### src/rtl/dmf_pkg.sv
`timescale 1ns / 1ps

package dmf_pkg;

    localparam int unsigned ADDR_W    = 16;
    localparam int unsigned ID_W      = 8;
    localparam int unsigned TIME_W    = 32;
    localparam int unsigned PADDR_W   = 4;
    localparam int unsigned PDATA_W   = 32;

    localparam logic [TIME_W-1:0] WINDOW_RESET    = 32'd6000;
    localparam logic [ADDR_W-1:0] FOLD_LOW_RESET  = 16'h0001;
    localparam logic [ADDR_W-1:0] FOLD_HIGH_RESET = 16'h0010;

    // register index, taken from paddr[3:2]
    typedef enum logic [1:0] {
        REG_WINDOW    = 2'd0,
        REG_FOLD_LOW  = 2'd1,
        REG_FOLD_HIGH = 2'd2,
        REG_NONE      = 2'd3
    } reg_idx_t;

    typedef enum logic [3:0] {
        S_IDLE  = 4'b0001,
        S_SCAN  = 4'b0010,
        S_CHECK = 4'b0100,
        S_DONE  = 4'b1000
    } state_t;

    typedef struct packed {
        logic [ID_W-1:0]   id;
        logic [ADDR_W-1:0] addr;
        logic [TIME_W-1:0] stamp;
    } entry_t;

    localparam int unsigned ENTRY_W = $bits(entry_t);

endpackage

### src/rtl/duplicate_message_filter.sv
`timescale 1ns / 1ps

// Replay filter for received messages. Each word on the input channel is
// one message (source address, transaction id, current time in ms); each
// word on the output channel is its status: 0 when the message was new and
// has been recorded, 1 when a matching entry is still inside window_ms.
// The recent entries live in a single-port memory of ENTRIES words that is
// walked one entry per cycle; a new item is accepted only once the walk for
// the previous one is over and its result is in the output register. The
// result sits in that register, so the next item is taken while that result
// waits. Entries never written since reset read as zeros through per-entry
// valid bits; there is no clearing pass. Registers: window_ms at 0x0,
// fold_low at 0x4, fold_high at 0x8; write them only while the block is
// idle.
module duplicate_message_filter
    import dmf_pkg::*;
#(
    parameter int unsigned ENTRIES = 5
) (
    input  logic                clk,
    input  logic                rst_n,

    input  logic                psel,
    input  logic                penable,
    input  logic                pwrite,
    input  logic [PADDR_W-1:0]  paddr,
    input  logic [PDATA_W-1:0]  pwdata,
    output logic [PDATA_W-1:0]  prdata,
    output logic                pready,

    input  logic                in_valid,
    output logic                in_ready,
    input  logic [ADDR_W-1:0]   source_address,
    input  logic [ID_W-1:0]     transaction_id,
    input  logic [TIME_W-1:0]   now_ms,

    output logic                out_valid,
    input  logic                out_ready,
    output logic                status
);

    localparam int unsigned PTR_W = (ENTRIES > 1) ? $clog2(ENTRIES) : 1;
    localparam logic [PTR_W-1:0] LAST_IDX = PTR_W'(ENTRIES - 1);

    // configuration registers
    logic [TIME_W-1:0] window_reg;
    logic [ADDR_W-1:0] fold_low_reg;
    logic [ADDR_W-1:0] fold_high_reg;
    logic              cfg_we;
    reg_idx_t          cfg_idx;

    assign pready  = 1'b1;
    assign cfg_idx = reg_idx_t'(paddr[3:2]);
    assign cfg_we  = psel && penable && pwrite;

    always_ff @(posedge clk or negedge rst_n)
    begin
        if (!rst_n)
        begin
            window_reg    <= WINDOW_RESET;
            fold_low_reg  <= FOLD_LOW_RESET;
            fold_high_reg <= FOLD_HIGH_RESET;
        end
        else if (cfg_we)
        begin
            unique case (cfg_idx)
                REG_WINDOW:    window_reg    <= pwdata[TIME_W-1:0];
                REG_FOLD_LOW:  fold_low_reg  <= pwdata[ADDR_W-1:0];
                REG_FOLD_HIGH: fold_high_reg <= pwdata[ADDR_W-1:0];
                default:       ;
            endcase
        end
    end

    always_comb
    begin
        unique case (cfg_idx)
            REG_WINDOW:    prdata = window_reg;
            REG_FOLD_LOW:  prdata = {{(PDATA_W-ADDR_W){1'b0}}, fold_low_reg};
            REG_FOLD_HIGH: prdata = {{(PDATA_W-ADDR_W){1'b0}}, fold_high_reg};
            default:       prdata = '0;
        endcase
    end

    // control
    state_t            state_reg, state_next;
    logic [PTR_W-1:0]  scan_idx_reg, scan_idx_next;
    logic [PTR_W-1:0]  wr_ptr_reg, wr_ptr_next;
    logic              rd_pend_reg;
    logic              repeat_reg, repeat_next;
    logic              out_valid_reg, out_valid_next;
    logic              status_reg, status_next;
    logic [ENTRIES-1:0] valid_reg, valid_next;

    // item under test
    logic [ADDR_W-1:0] addr_reg;
    logic [ID_W-1:0]   id_reg;
    logic [TIME_W-1:0] now_reg;
    logic [ADDR_W-1:0] folded_addr;

    // entry memory
    entry_t            mem [ENTRIES];
    entry_t            mem_q;
    logic              q_valid_reg;
    entry_t            rd_entry;
    logic              rd_en;
    logic [PTR_W-1:0]  rd_idx;
    logic              mem_we;
    entry_t            wr_entry;

    logic              in_fire;
    logic              out_free;
    logic [TIME_W-1:0] expiry_time;
    logic              hit;
    logic              repeat_final;

    assign in_ready  = (state_reg == S_IDLE);
    assign in_fire   = in_valid && in_ready;
    assign out_valid = out_valid_reg;
    assign status    = status_reg;
    assign out_free  = !out_valid_reg || out_ready;

    assign folded_addr = (source_address >= fold_low_reg && source_address <= fold_high_reg)
                         ? fold_low_reg : source_address;

    // an entry never written reads as all zeros
    assign rd_entry    = q_valid_reg ? mem_q : '0;
    assign expiry_time = rd_entry.stamp + window_reg;
    assign hit      = rd_pend_reg && (rd_entry.id == id_reg) && (rd_entry.addr == addr_reg)
                      && (now_reg < expiry_time);
    assign repeat_final = repeat_reg || hit;

    assign wr_entry = '{id: id_reg, addr: addr_reg, stamp: now_reg};

    always_comb
    begin
        state_next     = state_reg;
        scan_idx_next  = scan_idx_reg;
        wr_ptr_next    = wr_ptr_reg;
        repeat_next    = repeat_reg;
        out_valid_next = out_valid_reg;
        status_next    = status_reg;
        valid_next     = valid_reg;
        rd_en          = 1'b0;
        rd_idx         = scan_idx_reg;
        mem_we         = 1'b0;

        if (out_valid_reg && out_ready)
            out_valid_next = 1'b0;

        unique case (state_reg)
            S_IDLE:
            begin
                if (in_fire)
                begin
                    rd_en       = 1'b1;
                    rd_idx      = '0;
                    repeat_next = 1'b0;
                end
            end
            S_SCAN:
            begin
                rd_en       = 1'b1;
                repeat_next = repeat_final;
            end
            S_CHECK:
            begin
                repeat_next = repeat_final;
                // record a new message at the ring pointer
                if (!repeat_final)
                begin
                    mem_we                 = 1'b1;
                    valid_next[wr_ptr_reg] = 1'b1;
                    wr_ptr_next = (wr_ptr_reg == LAST_IDX) ? '0 : wr_ptr_reg + 1'b1;
                end
                if (out_free)
                begin
                    out_valid_next = 1'b1;
                    status_next    = repeat_final;
                    state_next     = S_IDLE;
                end
                else
                    state_next = S_DONE;
            end
            S_DONE:
            begin
                if (out_free)
                begin
                    out_valid_next = 1'b1;
                    status_next    = repeat_reg;
                    state_next     = S_IDLE;
                end
            end
            default: state_next = S_IDLE;
        endcase

        // advance the walk over the stored entries
        if (rd_en)
        begin
            if (rd_idx == LAST_IDX)
                state_next = S_CHECK;
            else
            begin
                scan_idx_next = rd_idx + 1'b1;
                state_next    = S_SCAN;
            end
        end
    end

    always_ff @(posedge clk or negedge rst_n)
    begin
        if (!rst_n)
        begin
            state_reg     <= S_IDLE;
            scan_idx_reg  <= '0;
            wr_ptr_reg    <= '0;
            rd_pend_reg   <= 1'b0;
            repeat_reg    <= 1'b0;
            out_valid_reg <= 1'b0;
            status_reg    <= 1'b0;
            valid_reg     <= '0;
        end
        else
        begin
            state_reg     <= state_next;
            scan_idx_reg  <= scan_idx_next;
            wr_ptr_reg    <= wr_ptr_next;
            rd_pend_reg   <= rd_en;
            repeat_reg    <= repeat_next;
            out_valid_reg <= out_valid_next;
            status_reg    <= status_next;
            valid_reg     <= valid_next;
        end
    end

    always_ff @(posedge clk)
    begin
        if (in_fire)
        begin
            addr_reg <= folded_addr;
            id_reg   <= transaction_id;
            now_reg  <= now_ms;
        end
    end

    always_ff @(posedge clk)
    begin
        if (mem_we)
            mem[wr_ptr_reg] <= wr_entry;
        if (rd_en)
        begin
            mem_q       <= mem[rd_idx];
            q_valid_reg <= valid_reg[rd_idx];
        end
    end

    // assertions
    ap_rd_pend_src: assert property (@(posedge clk) disable iff (!rst_n)
        rd_pend_reg |-> ($past(state_reg) == S_IDLE || $past(state_reg) == S_SCAN))
        else $error("read data arrived without an issued read");

    ap_ptr_move: assert property (@(posedge clk) disable iff (!rst_n)
        !$stable(wr_ptr_reg) |-> ($past(state_reg) == S_CHECK && !$past(repeat_final)))
        else $error("ring pointer moved outside a record");

    ap_check_pend: assert property (@(posedge clk) disable iff (!rst_n)
        (state_reg == S_CHECK) |-> rd_pend_reg)
        else $error("final compare without read data");

    ap_result_src: assert property (@(posedge clk) disable iff (!rst_n)
        $rose(out_valid_reg) |-> ($past(state_reg) == S_CHECK || $past(state_reg) == S_DONE))
        else $error("result issued outside check or done");

    ap_accept_walk: assert property (@(posedge clk) disable iff (!rst_n)
        in_fire |=> (state_reg == S_SCAN || state_reg == S_CHECK))
        else $error("accepted word did not start a scan");

endmodule

### config.mk
export PLATFORM = sky130hd
export DESIGN_NAME = duplicate_message_filter
export DESIGN_NICKNAME = d
export VERILOG_FILES = /design/src/rtl/dmf_pkg.sv /design/src/rtl/duplicate_message_filter.sv
export SDC_FILE = /design/constraint.sdc
export NUM_CORES = 1
export LEC_CHECK = 0
export BUFFER_PORTS_ARGS = -buffer_cell sky130_fd_sc_hd__buf_2
export CAP_MARGIN = 20
export CORE_UTILIZATION = 53
export DETAILED_ROUTE_END_ITERATION = 7
export PLACE_DENSITY_LB_ADDON = 0.1
export SLEW_MARGIN = 5
export SYNTH_ARGS = -nofsm -noshare
export SYNTH_HDL_FRONTEND = slang
export SYNTH_SLANG_ARGS = --single-unit
### constraint.sdc
create_clock -name clk -period 33.8 [get_ports clk]
set_input_delay 0 -clock clk [delete_from_list [all_inputs] [get_ports clk]]
set_output_delay 0 -clock clk [all_outputs]
set_load 0.05 [all_outputs]
Word-level counts from Yosys, hierarchy flattened --
Memories as Yosys holds them, arrays and structs flattened. A register that Yosys moved wholly into a read port is not among the register bits. Cells that the tools add are included.
Storage, ports and cells: memories 1, bits in registers 140, output and inout bits 36, memory bits (writable) 280
Memory list:
- mem | depth 5, width 56, rd ports 1, clocked after Yosys merged registers in 1, wr ports 1, RTL line duplicate_message_filter.sv:102 | entry_t mem [ENTRIES];
Cells by class: $add $sub $neg 3, reductions and logical operators 26, magnitude comparators 6, eq/ne operators 15, mux-type cells 29, bitwise logic cells 3
Operators by type and width (count):
- one-hot mux 32 bit (3 select lines) | 1
- two-way mux 56 bit | 1
- adder 32 bit | 1
- less-than comparator 32 bit | 1
- equality test 16 bit | 1
- >= comparator 16 bit | 1
- less-or-equal comparator 16 bit | 1
- two-way mux 16 bit | 1
- AND reduction 2 bit | 7
- two-way mux 1 bit | 13
- two-way mux 3 bit | 4
- two-way mux 4 bit | 3
- one-hot mux 4 bit (3 select lines) | 1
- logical AND 1 bit | 9
- equality test 8 bit | 1
- less-than comparator 3 x 4 -> 1 bit (second input constant) | 2
- adder 3 x 1 -> 3 bit (second input constant) | 2
- equality test 3 bit (second input constant) | 2
- one-hot mux 1 bit (2 select lines) | 3
- OR reduction 2 bit | 3
- OR 5 bit | 1
- equality test 4 x 1 -> 1 bit (second input constant) | 1
- equality test 4 x 2 -> 1 bit (second input constant) | 1
- equality test 4 x 3 -> 1 bit (second input constant) | 1
- 15 further kinds | 20

Longest topological paths before layout --
Gate-level depths: netlist (run 1).
depth after elaboration 10, gate-level depth with buffers 27

Worst setup path before layout (run 1) --
OpenSTA, ideal clock, no wires.
path kind flip-flop to flip-flop, start reg q_valid_reg, end mem mem[4][0] (netlist name) (enable), buffers on the path 3, slack 22.850 ns, clock period less this slack 10.950 ns, required time 33.170 ns, stages on the path, launching flop included 25, arrival 10.319 ns, path through edfxtp_1 clkbuf_8 buf_2 clkbuf_1 and2_1 ha_1 inv_1 fa_1 nor2b_1 o2111ai_1 a21boi_0 a21oi_1 o2111ai_1 a41oi_1 o21bai_1 a21oi_1 xor2_1 ha_1 nand2_1 nor3_1 nand2_1 a21oi_1 a2111oi_4 or3_4 nor4b_1
Between the ends: cells in the longest elaborated chain, start to end 10, elaborated cells between the ends (all ways) 13
Ends and longest elaborated chain:
- start: declaration | RTL line duplicate_message_filter.sv:104 | logic q_valid_reg;
- start signal: assignment | RTL line duplicate_message_filter.sv:253 | q_valid_reg <= valid_reg[rd_idx];
- two-way mux 56 bit * | RTL line duplicate_message_filter.sv:127 | assign rd_entry = q_valid_reg ? mem_q : '0;
- parallel branches: the longest is 3 deep, another holds adder 32 bit
- logical AND 1 bit * | RTL line duplicate_message_filter.sv:130 | && (now_reg < expiry_time);
- logical OR 1 bit * | RTL line duplicate_message_filter.sv:131 | assign repeat_final = repeat_reg || hit;
- two-way mux 1 bit * | RTL line duplicate_message_filter.sv:170 | if (!repeat_final)
- two-way mux 1 bit * | RTL line duplicate_message_filter.sv:151 | unique case (state_reg)
- two-way mux 1 bit * | RTL line duplicate_message_filter.sv:248 | if (mem_we)
- two-way mux 1 bit (implied by the code) * | RTL line duplicate_message_filter.sv:249 | mem[wr_ptr_reg] <= wr_entry;
- end: declaration | RTL line duplicate_message_filter.sv:102
Mark *: on every way between the ends.

Final worst setup path (run 1) --
start reg q_valid_reg, end mem mem[3][48] (netlist name) (enable)
The elaborated chain is that of the path after synthesis.

==> results of run 1 <==
metrics by stage:
stage                     util [%]  hold slack (ps)  cell area (sq um)  power [uW]
after floorplan                  -           -295.6              22200        1375
after global placement       56.95           -19.73              23410        1583
after detailed placement     56.95           -8.626              23410        1599
after CTS                    63.24            91.55              26000        2157
after global routing         63.24            118.0              26000        2267
final                        63.24            108.1              26000        2145
routing by layer:
layer / global-route usage [%] / wire length [um] / vias to the layer above
met1: 36.35 / 24180 / 7233
met2: 43.05 / 26080 / 425
met3: 3.485 / 3072 / 74
met4: 8.351 / 1292 / 0
li1: - / - / 6904
met5: 0 / 0 / -
power breakdown:
part,internal [uW],switching [uW],total [uW]
registers,760,92.7,853
clock network,318,224,542
logic,295,455,750
total,1370,772,2150
kinds of logic (layout without fill, tap and decap cells):
| logic type | count (synthesis) | in the layout | share of synthesized area, % |
|---|---|---|---|
| other | 1 | 1 | 0.01689 |
| and+or+nand+nor | 444 | 444 | 9.949 |
| AOI/OAI and AO/OA | 404 | 404 | 11.90 |
| xor gates and xnor gates | 35 | 35 | 1.381 |
| buffers and inverters | 144 | 396 | 2.649 |
| DFF | 476 | 476 | 62.58 |
| muxes | 121 | 121 | 5.908 |
| adders and majority gates | 99 | 99 | 5.614 |
placed cells by master (no fill, tap or decap), types with 16 or more instances in the layout:
cell	count
inv_1	54
and2_1	102
nor2b_1	16
a211oi_1	62
mux2_2	40
mux2i_1	71
a21oi_1	50
buf_2	130
ha_1	98
nor2_1	145
dfrtp_1	70
o22ai_1	59
a21o_1	44
buf_4	25
clkbuf_16	51
edfxtp_1	393
o21ai_0	78
dlygate4sd3_1	95
a31oi_1	57
nand2_1	91
xnor2_1	22
area by class of cell:
cell class                 instances  area share (%)
clock inverter                    29           1.088
sequential                       476           53.48
clock buffer                      60           5.116
multi-input combinational       1104           29.99
inverter                          56          0.8086
timing repair buffer             251           6.960
tap                              532           2.561
worst min path at each step:
stage / from / to / slack [ps] / cells past startpoint
floorplan: rst_n / fold_high_reg[0] / -300 / 0
global placement: rst_n / window_reg[19] / -20 / 1
detailed placement: rst_n / window_reg[19] / -9 / 1
CTS: now_ms[21] / now_reg[21] / 90 / 2
global route: now_ms[24] / now_reg[24] / 120 / 2
finish: paddr[2] / fold_low_reg[1] / 110 / 4
worst max-delay path: cells and delay by family (launching register included):
family          cells  cell delay [ps]
buf+inv             2             1330
compound gates      9             2470
simple gates        7             2490
fa+ha+maj           2              550
flops               1              560
==> impl_metrics.yaml, run 1 <==
route:
  wl_per_cell_um: 21.78
  drtAntennaViolNets: 0
  first_iter_violations: 1126
  first_pass_iters: 6
  drcViolationCount: 2
  via_per_inst: 5.836
  drt_wl_total_um: 54630
  vias: 14636
synth:
  synth_most_common_cell: "edfxtp_1"
  post-synth-top-area-fraction_pct: 53.17
  synth_cells: 1724
  synth.largest_area_cell: "edfxtp_1"
  synth_flop_cell: "edfxtp_1"
  synth.area.top_cells: "edfxtp_1 53%, dfrtp_1 8.2%, ha_1 5.5%, mux2i_1 3.2%, and2_1 2.9%"
  yosysSeqAreaShare_pct: 62.58
  synth_nets: 1922
  yosys_warnings: 0
  synth-edff-count: 393
  synth_area_sq_mm: 0.02220
  synth_cell_type_count: 74
  synth_common_cells: "393 x edfxtp_1, 145 x nor2_1, 102 x and2_1"
  synth_area_per_cell_sq_um: 12.87
  synth_seq_cells: 476
  async_flop_share_pct: 17.44
flow_run:
  maxCapViolCount: 0
die:
  io_pins: 135
  die_w_um: 206.6
  die-area_sq_mm: 0.04270
  initial_core_util_pct: 53.99
  core_region_area_sq_mm: 0.04111
  rows: 74
  die_height_um: 206.6
outcome:
  status: "complete, but fails checks"
  violations: "design-rule violations"
layout:
  reg_top3: "mem: 280 flops, mem_q: 56 flops"
  drive_gt1_share_pct: 16.24
  multi_input_area_sq_mm: 0.007796
  stdcell_count: 2508
  final_nets: 2136
  regMostFlops: "mem"
  syn2layout_area_growth_pct: 17.12
  diodes: 0
  seq_area_sq_mm: 0.01390
  largest_reg_flops: 280
  nFillCells: 3175
global_route:
  track_usage_pct: 26.24
  grt_max_degree: 81
  grt_antenna_before_repair: 1
  grt_pass1_wl_um: 83570
  grt_pass1_vias: 14466
  grt-ovfl-total: 0
timing:
  period_share_pct: 23.31
  hold_viol_final: 0
  slew_viol_final: 0
  setup_viol: 0
  fin_ws_ps: 25920
  min_period_ps: 7879
  worst_pin_slew_ps: 949.0
  relSlewSlack_pct: 36.73
  setup_tns_ps: 0
  clock.fmax_ghz: 0.1269
  skew_ps: 18.52
  rsz0062_at_grt: "false"
clock_network:
  root_buffer: "clkbuf_16"
  clk_latency_ps: 590
  htreeDepth: 2
  cts.clk_slew.worst_paths_ps: 60
  post_cts_buffers: 0
  cts_tree: "done"
  numCtsBuffers: 49
  ctsHoldBuffers: 96
  cts_resized: 0
  clockBufferDepth: 3
  cts_sinks: 476
power_and_ir_drop:
  power.static_leakage_uw: 0.01009
  vdd_drop_max_mv: 0.04119
  power.density_mw_per_mm2: 82.52
setup_path:
  critPathRequiredTime_ps: 34000
  startpoint: "q_valid_reg"
  reg2reg_to: "mem[3][48]"
  r2r-start: "q_valid_reg"
  start_kind: "flop"
  reg2reg_depth: 20
  arrival_ps: 8080
  cp_slowest_cell: "buf_4"
  crit_path_end: "mem[3][48]"
  reg2reg_slack_ps: 25920
  slowest_delay_ps: 810
  path_max_fanout: 50
  crit_chain: "buf_4 -> and2_1 -> ha_1 -> and4_1 -> o21ai_0 -> a41oi_1 -> o31ai_1 -> a21oi_1 -> o21a_1 -> o21a_1 -> o41ai_1 -> ha_1 -> nand3_1 -> nor3_1 -> o21ai_0 -> nand3_1 -> a2111oi_4 -> or3_4 -> nor4_4 -> buf_4"
  cp-end-kind: "flop"
  worst-setup-path-type: "reg2reg"
worst_hold_path:
  hold_class: "in2reg"
place:
  hpwl_um: 32500
  dp.cells: 2323
  pre_cts_ws_ps: 26070
  gp_congestion: 0.8426
  io_buffer_count: 131
(Power assumes the default switching activity.)
==> run 2, diff against run 1 <==
==> constraint.sdc (replaced) <==
create_clock -name clk -period 6.35 [get_ports clk]
set_input_delay 0 -clock clk [delete_from_list [all_inputs] [get_ports clk]]
set_output_delay 0 -clock clk [all_outputs]
set_load 0.05 [all_outputs]
==> run 2 against run 1 <==
Effect of this change: the run still ends with design-rule violations left; cell count rose by 0.32%; sequential power rose to 5.4 times the previous value; clock power rose to 5.3 times the previous value; core utilization rose by 0.85 points; via count rose by 1.0%; worst hold slack got worse by 13 ps; non-clock buffer count rose by 3; clock-buffer cell count rose by 8; clock skew rose by 12 ps; combinational power rose to 5.5 times the previous value; global-route usage barely moved; first-iteration DRC count fell by 4.1%; critical path type unchanged; largest power group unchanged.
==> impl_metrics.yaml, run 2 (same netlist as run 1, synthesis figures left out) <==
die:
  core_region_area_sq_mm: 0.04111
  die_w_um: 206.6
  die-area_sq_mm: 0.04270
  io_pins: 135
  rows: 74
  initial_core_util_pct: 53.99
  die_height_um: 206.6
power_and_ir_drop:
  internal_power_uw: 7421
  power.static_leakage_uw: 0.01015
  power.density_mw_per_mm2: 441.4
  vdd_drop_max_mv: 0.2317
  finalPower_uw: 11630
  p_clk_share_pct: 24.9
  p_sw_share_pct: 36.19
  combPwrFrac_pct: 35.7
  pwr-share-seq_pct: 39.4
  switchingPower_uw: 4208
setup_path:
  path_max_fanout: 50
  start_kind: "flop"
  startpoint: "q_valid_reg"
  reg2reg_depth: 22
  cp-end-kind: "flop"
  reg2reg_slack_ps: 580
  r2r-start: "q_valid_reg"
  worst-setup-path-type: "reg2reg"
  critPathRequiredTime_ps: 6590
  crit_path_end: "mem[4][28]"
  reg2reg_to: "mem[4][28]"
  arrival_ps: 6000
clock_network:
  clockBufferDepth: 3
  post_cts_buffers: 0
  cts_sinks: 476
  root_buffer: "clkbuf_16"
  htreeDepth: 2
  cts.clk_slew.worst_paths_ps: 60
  clk_latency_ps: 610
  numCtsBuffers: 51
  cts_tree: "done"
timing:
  rsz0062_at_grt: "false"
  relSlewSlack_pct: 29.58
  clock.fmax_ghz: 0.1734
  slew_viol_final: 0
  setup_viol: 0
  period_share_pct: 90.79
  hold_viol_final: 0
  skew_ps: 30.13
  worst_pin_slew_ps: 1056
  min_period_ps: 5765
layout:
  nFillCells: 3162
  final_nets: 2141
  largest_reg_flops: 280
  utilization_pct: 64.09
  drive_gt1_share_pct: 17.84
  syn2layout_area_growth_pct: 18.69
  diodes: 0
  layout_commonest_cell: "edfxtp_1"
  final_cell_mix: "393 x edfxtp_1, 145 x nor2_1, 130 x buf_2"
  reg_top3: "mem: 280 flops, mem_q: 56 flops"
  regMostFlops: "mem"
route:
  drcViolationCount: 3
  drtAntennaViolNets: 0
  first_pass_iters: 7
  wl_per_cell_um: 21.87
  via_per_inst: 5.876
  vias: 14785
  first_iter_violations: 1080
  drt_wl_total_um: 55020
outcome:
  violations: "design-rule violations"
  status: "complete, but fails checks"
global_route:
  grt_max_degree: 80
  grt-ovfl-total: 0
  track_usage_pct: 26.20
  grt_pass1_vias: 14408
  grt_antenna_before_repair: 0
  grt_pass1_wl_um: 83110
place:
  io_buffer_count: 131
  gp_congestion: 0.8595
  hpwl_um: 33100
flow_run:
  maxCapViolCount: 0
worst_hold_path:
  hold_class: "in2reg"
-- run 2: layout make-up --
class | instances | area (sq um) | area share [%]
clock buffer | 68 | 1371 | 5.205
clock inverter | 26 | 254.0 | 0.9641
inverter | 56 | 210.2 | 0.7979
multi-input combinational | 1104 | 8013 | 30.41
sequential | 476 | 13900 | 52.77
tap | 532 | 665.6 | 2.527
timing repair buffer | 254 | 1929 | 7.323
-- run 2: worst max-delay path: stages (launching register included) --
cell,delay [ps]
edfxtp_1,370
buf_12,250
and2_4,200
ha_4,140
inv_1,50
fa_2,360
nor2b_2,150
o2111ai_2,160
a21boi_2,290
a21oi_2,140
o2111ai_2,330
a41oi_2,240
o21ai_1,220
xnor2_1,100
ha_1,310
nand3_2,120
nor3_2,240
nand2_1,90
a21oi_2,200
a2111oi_4,130
or3_4,460
nor4b_4,380
buf_4,430
-- run 2: power groups by stage --
stage          combinational [uW]  clock, uW  sequential (uW)
3_3_place_gp                 3970          0             4630
5_1_grt                      4590       3050             4640
2_1_floorplan                3170          0             4330
3_5_place_dp                 4050          0             4630
4_1_cts                      4140       2950             4580
6_report                     4150       2890             4590
-- run 2: layer usage --
layer	part of all wire (%)	global-route usage, %	up-vias
li1	-	-	6923
met1	45	36.69	7322
met2	47	42.01	459
met3	5.7	4.003	81
met4	2.4	8.613	0
met5	0	0	-
-- run 2: worst min-delay path by stage --
stage / depth (start not counted) / startpoint / to / slack (ps)
6_report: 2 / now_ms[3] / now_reg[3] / 100
5_1_grt: 2 / now_ms[13] / now_reg[13] / 90
4_1_cts: 2 / now_ms[8] / now_reg[8] / 70
3_5_place_dp: 1 / rst_n / out_valid / -140
3_3_place_gp: 1 / rst_n / out_valid / -140
2_1_floorplan: 0 / rst_n / fold_high_reg[0] / -300
-- run 2: repair_timing --
item,CTS,global route
gates resized for setup,0,0
hold buffers,96,0
hold endpoints to repair,198,0
-- run 2: per-stage QoR --
stage / cell area (sq um) / hold slack, ps / TNS [ps] / std cells / setup WS, ps
finish: 26350 / 95.23 / 0 / 2516 / 584.6
global route: 26350 / 87.99 / 0 / 2516 / 199.9
CTS: 26320 / 71.01 / 0 / 2515 / 612.0
detailed placement: 23730 / -141.9 / 0 / 2325 / 643.7
global placement: 23730 / -144.0 / 0 / 2325 / 759.6
floorplan: 22510 / -295.6 / -3367 / 1724 / -30.06
==> run 3, diff against run 2 <==
--- a/config.mk
+++ b/config.mk
@@ -6,8 +6,7 @@
 export NUM_CORES = 1
 export LEC_CHECK = 0
 export BUFFER_PORTS_ARGS = -buffer_cell sky130_fd_sc_hd__buf_2
-export CAP_MARGIN = 20
-export CORE_UTILIZATION = 53
+export CORE_UTILIZATION = 35
 export DETAILED_ROUTE_END_ITERATION = 7
 export PLACE_DENSITY_LB_ADDON = 0.1
 export SLEW_MARGIN = 5
==> run 3 against run 2 <==
Effect of this change: the flow now finishes without violations; global-route usage fell by 7.0 points; wire length increased by 11%; cell area grew 1.8%; combinational power up 4%; total power grew 1.6%; die area rose by 51%; core utilization shrank 21 points; register-to-register slack got worse by 150 ps; via count is 1.7% lower; clock skew decreased by 13 ps; sequential share of layout area fell by 0.96 points; clock-buffer cell count grew 9.
==> impl_metrics.yaml, run 3 (same netlist as run 1, synthesis figures left out) <==
place:
  pre_cts_ws_ps: 354.0
  hpwl_um: 38550
  gp_congestion: 0.8155
  io_buffer_count: 131
  dp.cells: 2639
timing:
  fin_ws_ps: 434.7
  skew_ps: 17.39
  clock.fmax_ghz: 0.1691
  slew_viol_final: 0
  relSlewSlack_pct: 21.16
  setup_viol: 0
  period_share_pct: 93.15
  min_period_ps: 5915
  worst_pin_slew_ps: 1183
  hold_viol_final: 0
clock_network:
  clk_latency_ps: 610
  numCtsBuffers: 53
  cts_tree: "done"
  root_buffer: "clkbuf_16"
  cts_sinks: 476
  htreeDepth: 2
  cts.clk_slew.worst_paths_ps: 60
  clockBufferDepth: 3
setup_path:
  worst-setup-path-type: "reg2reg"
  arrival_ps: 6180
  cp-end-kind: "flop"
  reg2reg_to: "mem[4][47]"
  r2r-start: "q_valid_reg"
  reg2reg_depth: 24
  reg2reg_slack_ps: 430
  start_kind: "flop"
  critPathRequiredTime_ps: 6610
  path_max_fanout: 23
global_route:
  grt_pass1_vias: 14850
  grt_pass1_wl_um: 92090
  grt_antenna_before_repair: 1
  grt-ovfl-total: 0
  track_usage_pct: 19.21
  grt_max_degree: 76
route:
  first_pass_iters: 5
  via_per_inst: 5.125
  drtAntennaViolNets: 0
  drcViolationCount: 0
  first_iter_violations: 841
  wl_met3_um: 2218
  drt_wl_total_um: 61100
  wl_met2_um: 28440
  vias: 14528
  wl_per_cell_um: 21.55
  m1WireLength_um: 28950
  top_layer: "met4"
worst_hold_path:
  min-delay-start: "now_ms[18]"
  hold_depth: 2
  hold_class: "in2reg"
  hold_end: "now_reg[18]"
layout:
  syn2layout_area_growth_pct: 20.88
  regMostFlops: "mem"
  final_cell_mix: "393 x edfxtp_1, 145 x nor2_1, 130 x buf_2"
  reg_top3: "mem: 280 flops, mem_q: 56 flops"
  largest_reg_flops: 280
  layout_commonest_cell: "edfxtp_1"
  diodes: 0
  stdcell_count: 2835
  drive_gt1_share_pct: 18.42
  final_nets: 2151
die:
  die-area_sq_mm: 0.06443
  rows: 91
  initial_core_util_pct: 35.70
  core_region_area_sq_mm: 0.06217
  io_pins: 135
  die_w_um: 253.8
  die_height_um: 253.8
power_and_ir_drop:
  finalPower_uw: 11810
  power.density_mw_per_mm2: 440.2
  vdd_drop_max_mv: 0.3136
  power.static_leakage_uw: 0.01022
outcome:
  status: "finished, final reports clean"
flow_run:
  maxCapViolCount: 0
run 3: cell count changes in the layout (fill, tap and decap cells not counted), moves of 2 or more:
cell	before	now
clkbuf_16	52	55
clkbuf_8	1	3
clkbuf_1	15	19
buf_4	20	31
dlygate4sd3_1	96	94
run 3: worst max-delay path by stage:
stage	to	start	cells after the start	slack, ps
finish	mem[4][47]	q_valid_reg	24	430
global placement	mem[3][38]	q_valid_reg	23	420
CTS	mem[3][38]	q_valid_reg	23	290
global route	valid_reg[0]	q_valid_reg	25	-50
floorplan	mem[0][0]	q_valid_reg	23	-30
detailed placement	mem[3][38]	q_valid_reg	23	350
run 3: where the power goes:
part	internal (uW)	leakage, uW	switching (uW)
clock	1750	0.000824	1270
sequential	4050	0.00459	438
combinational	1670	0.00481	2630
total	7480	0.0102	4330
run 3: what timing repair did:
action	4_1_cts	5_1_grt
gates resized for setup	0	2
endpoints found under the hold margin	198	0
endpoints found under the setup margin	0	82
buffers inserted	0	2
hold buffers	94	0
run 3: layout make-up:
cell class                 count  area, sq um
clock buffer                  77         1489
tap                          837         1047
fill                        5801        35340
sequential                   476        13900
clock inverter                23        203.9
multi-input combinational   1104         8024
inverter                      56        211.5
timing repair buffer         262         1956
run 3: stage by stage:
stage / util (%) / hold WS, ps / cell area, sq um / TNS [ps]
2_1_floorplan: - / -295.6 / 22510 / -3367
3_3_place_gp: 38.88 / -127.0 / 24170 / 0
3_5_place_dp: 38.88 / -125.6 / 24170 / 0
4_1_cts: 43.12 / 67.09 / 26810 / 0
5_1_grt: 43.16 / 80.22 / 26830 / -53.59
6_report: 43.16 / 102.4 / 26830 / 0
run 3: worst max-delay path, cell delays in order (launching register included):
cell       delay, ps
edfxtp_1         430
buf_12           190
and2_1           140
ha_1             350
o21ai_0          120
nor2_1           210
o21ai_2          130
buf_4            160
nor3_1           270
o31ai_1          100
buf_4            170
a21oi_1          330
o21ai_0          140
a21oi_1          190
xnor2_1          110
ha_1             330
nand3_2          100
nor3_2           250
nand2_1          100
a21oi_2          190
a2111oi_4        120
or3_4            370
buf_4            200
nor4b_4          430
buf_4            410
run 3: per-layer routing:
metal | vias to the layer above | GRT usage, %
met5 | - | 0
met4 | 0 | 5.697
met3 | 93 | 2.612
met2 | 282 | 31.01
met1 | 7214 | 26.82
li1 | 6939 | -
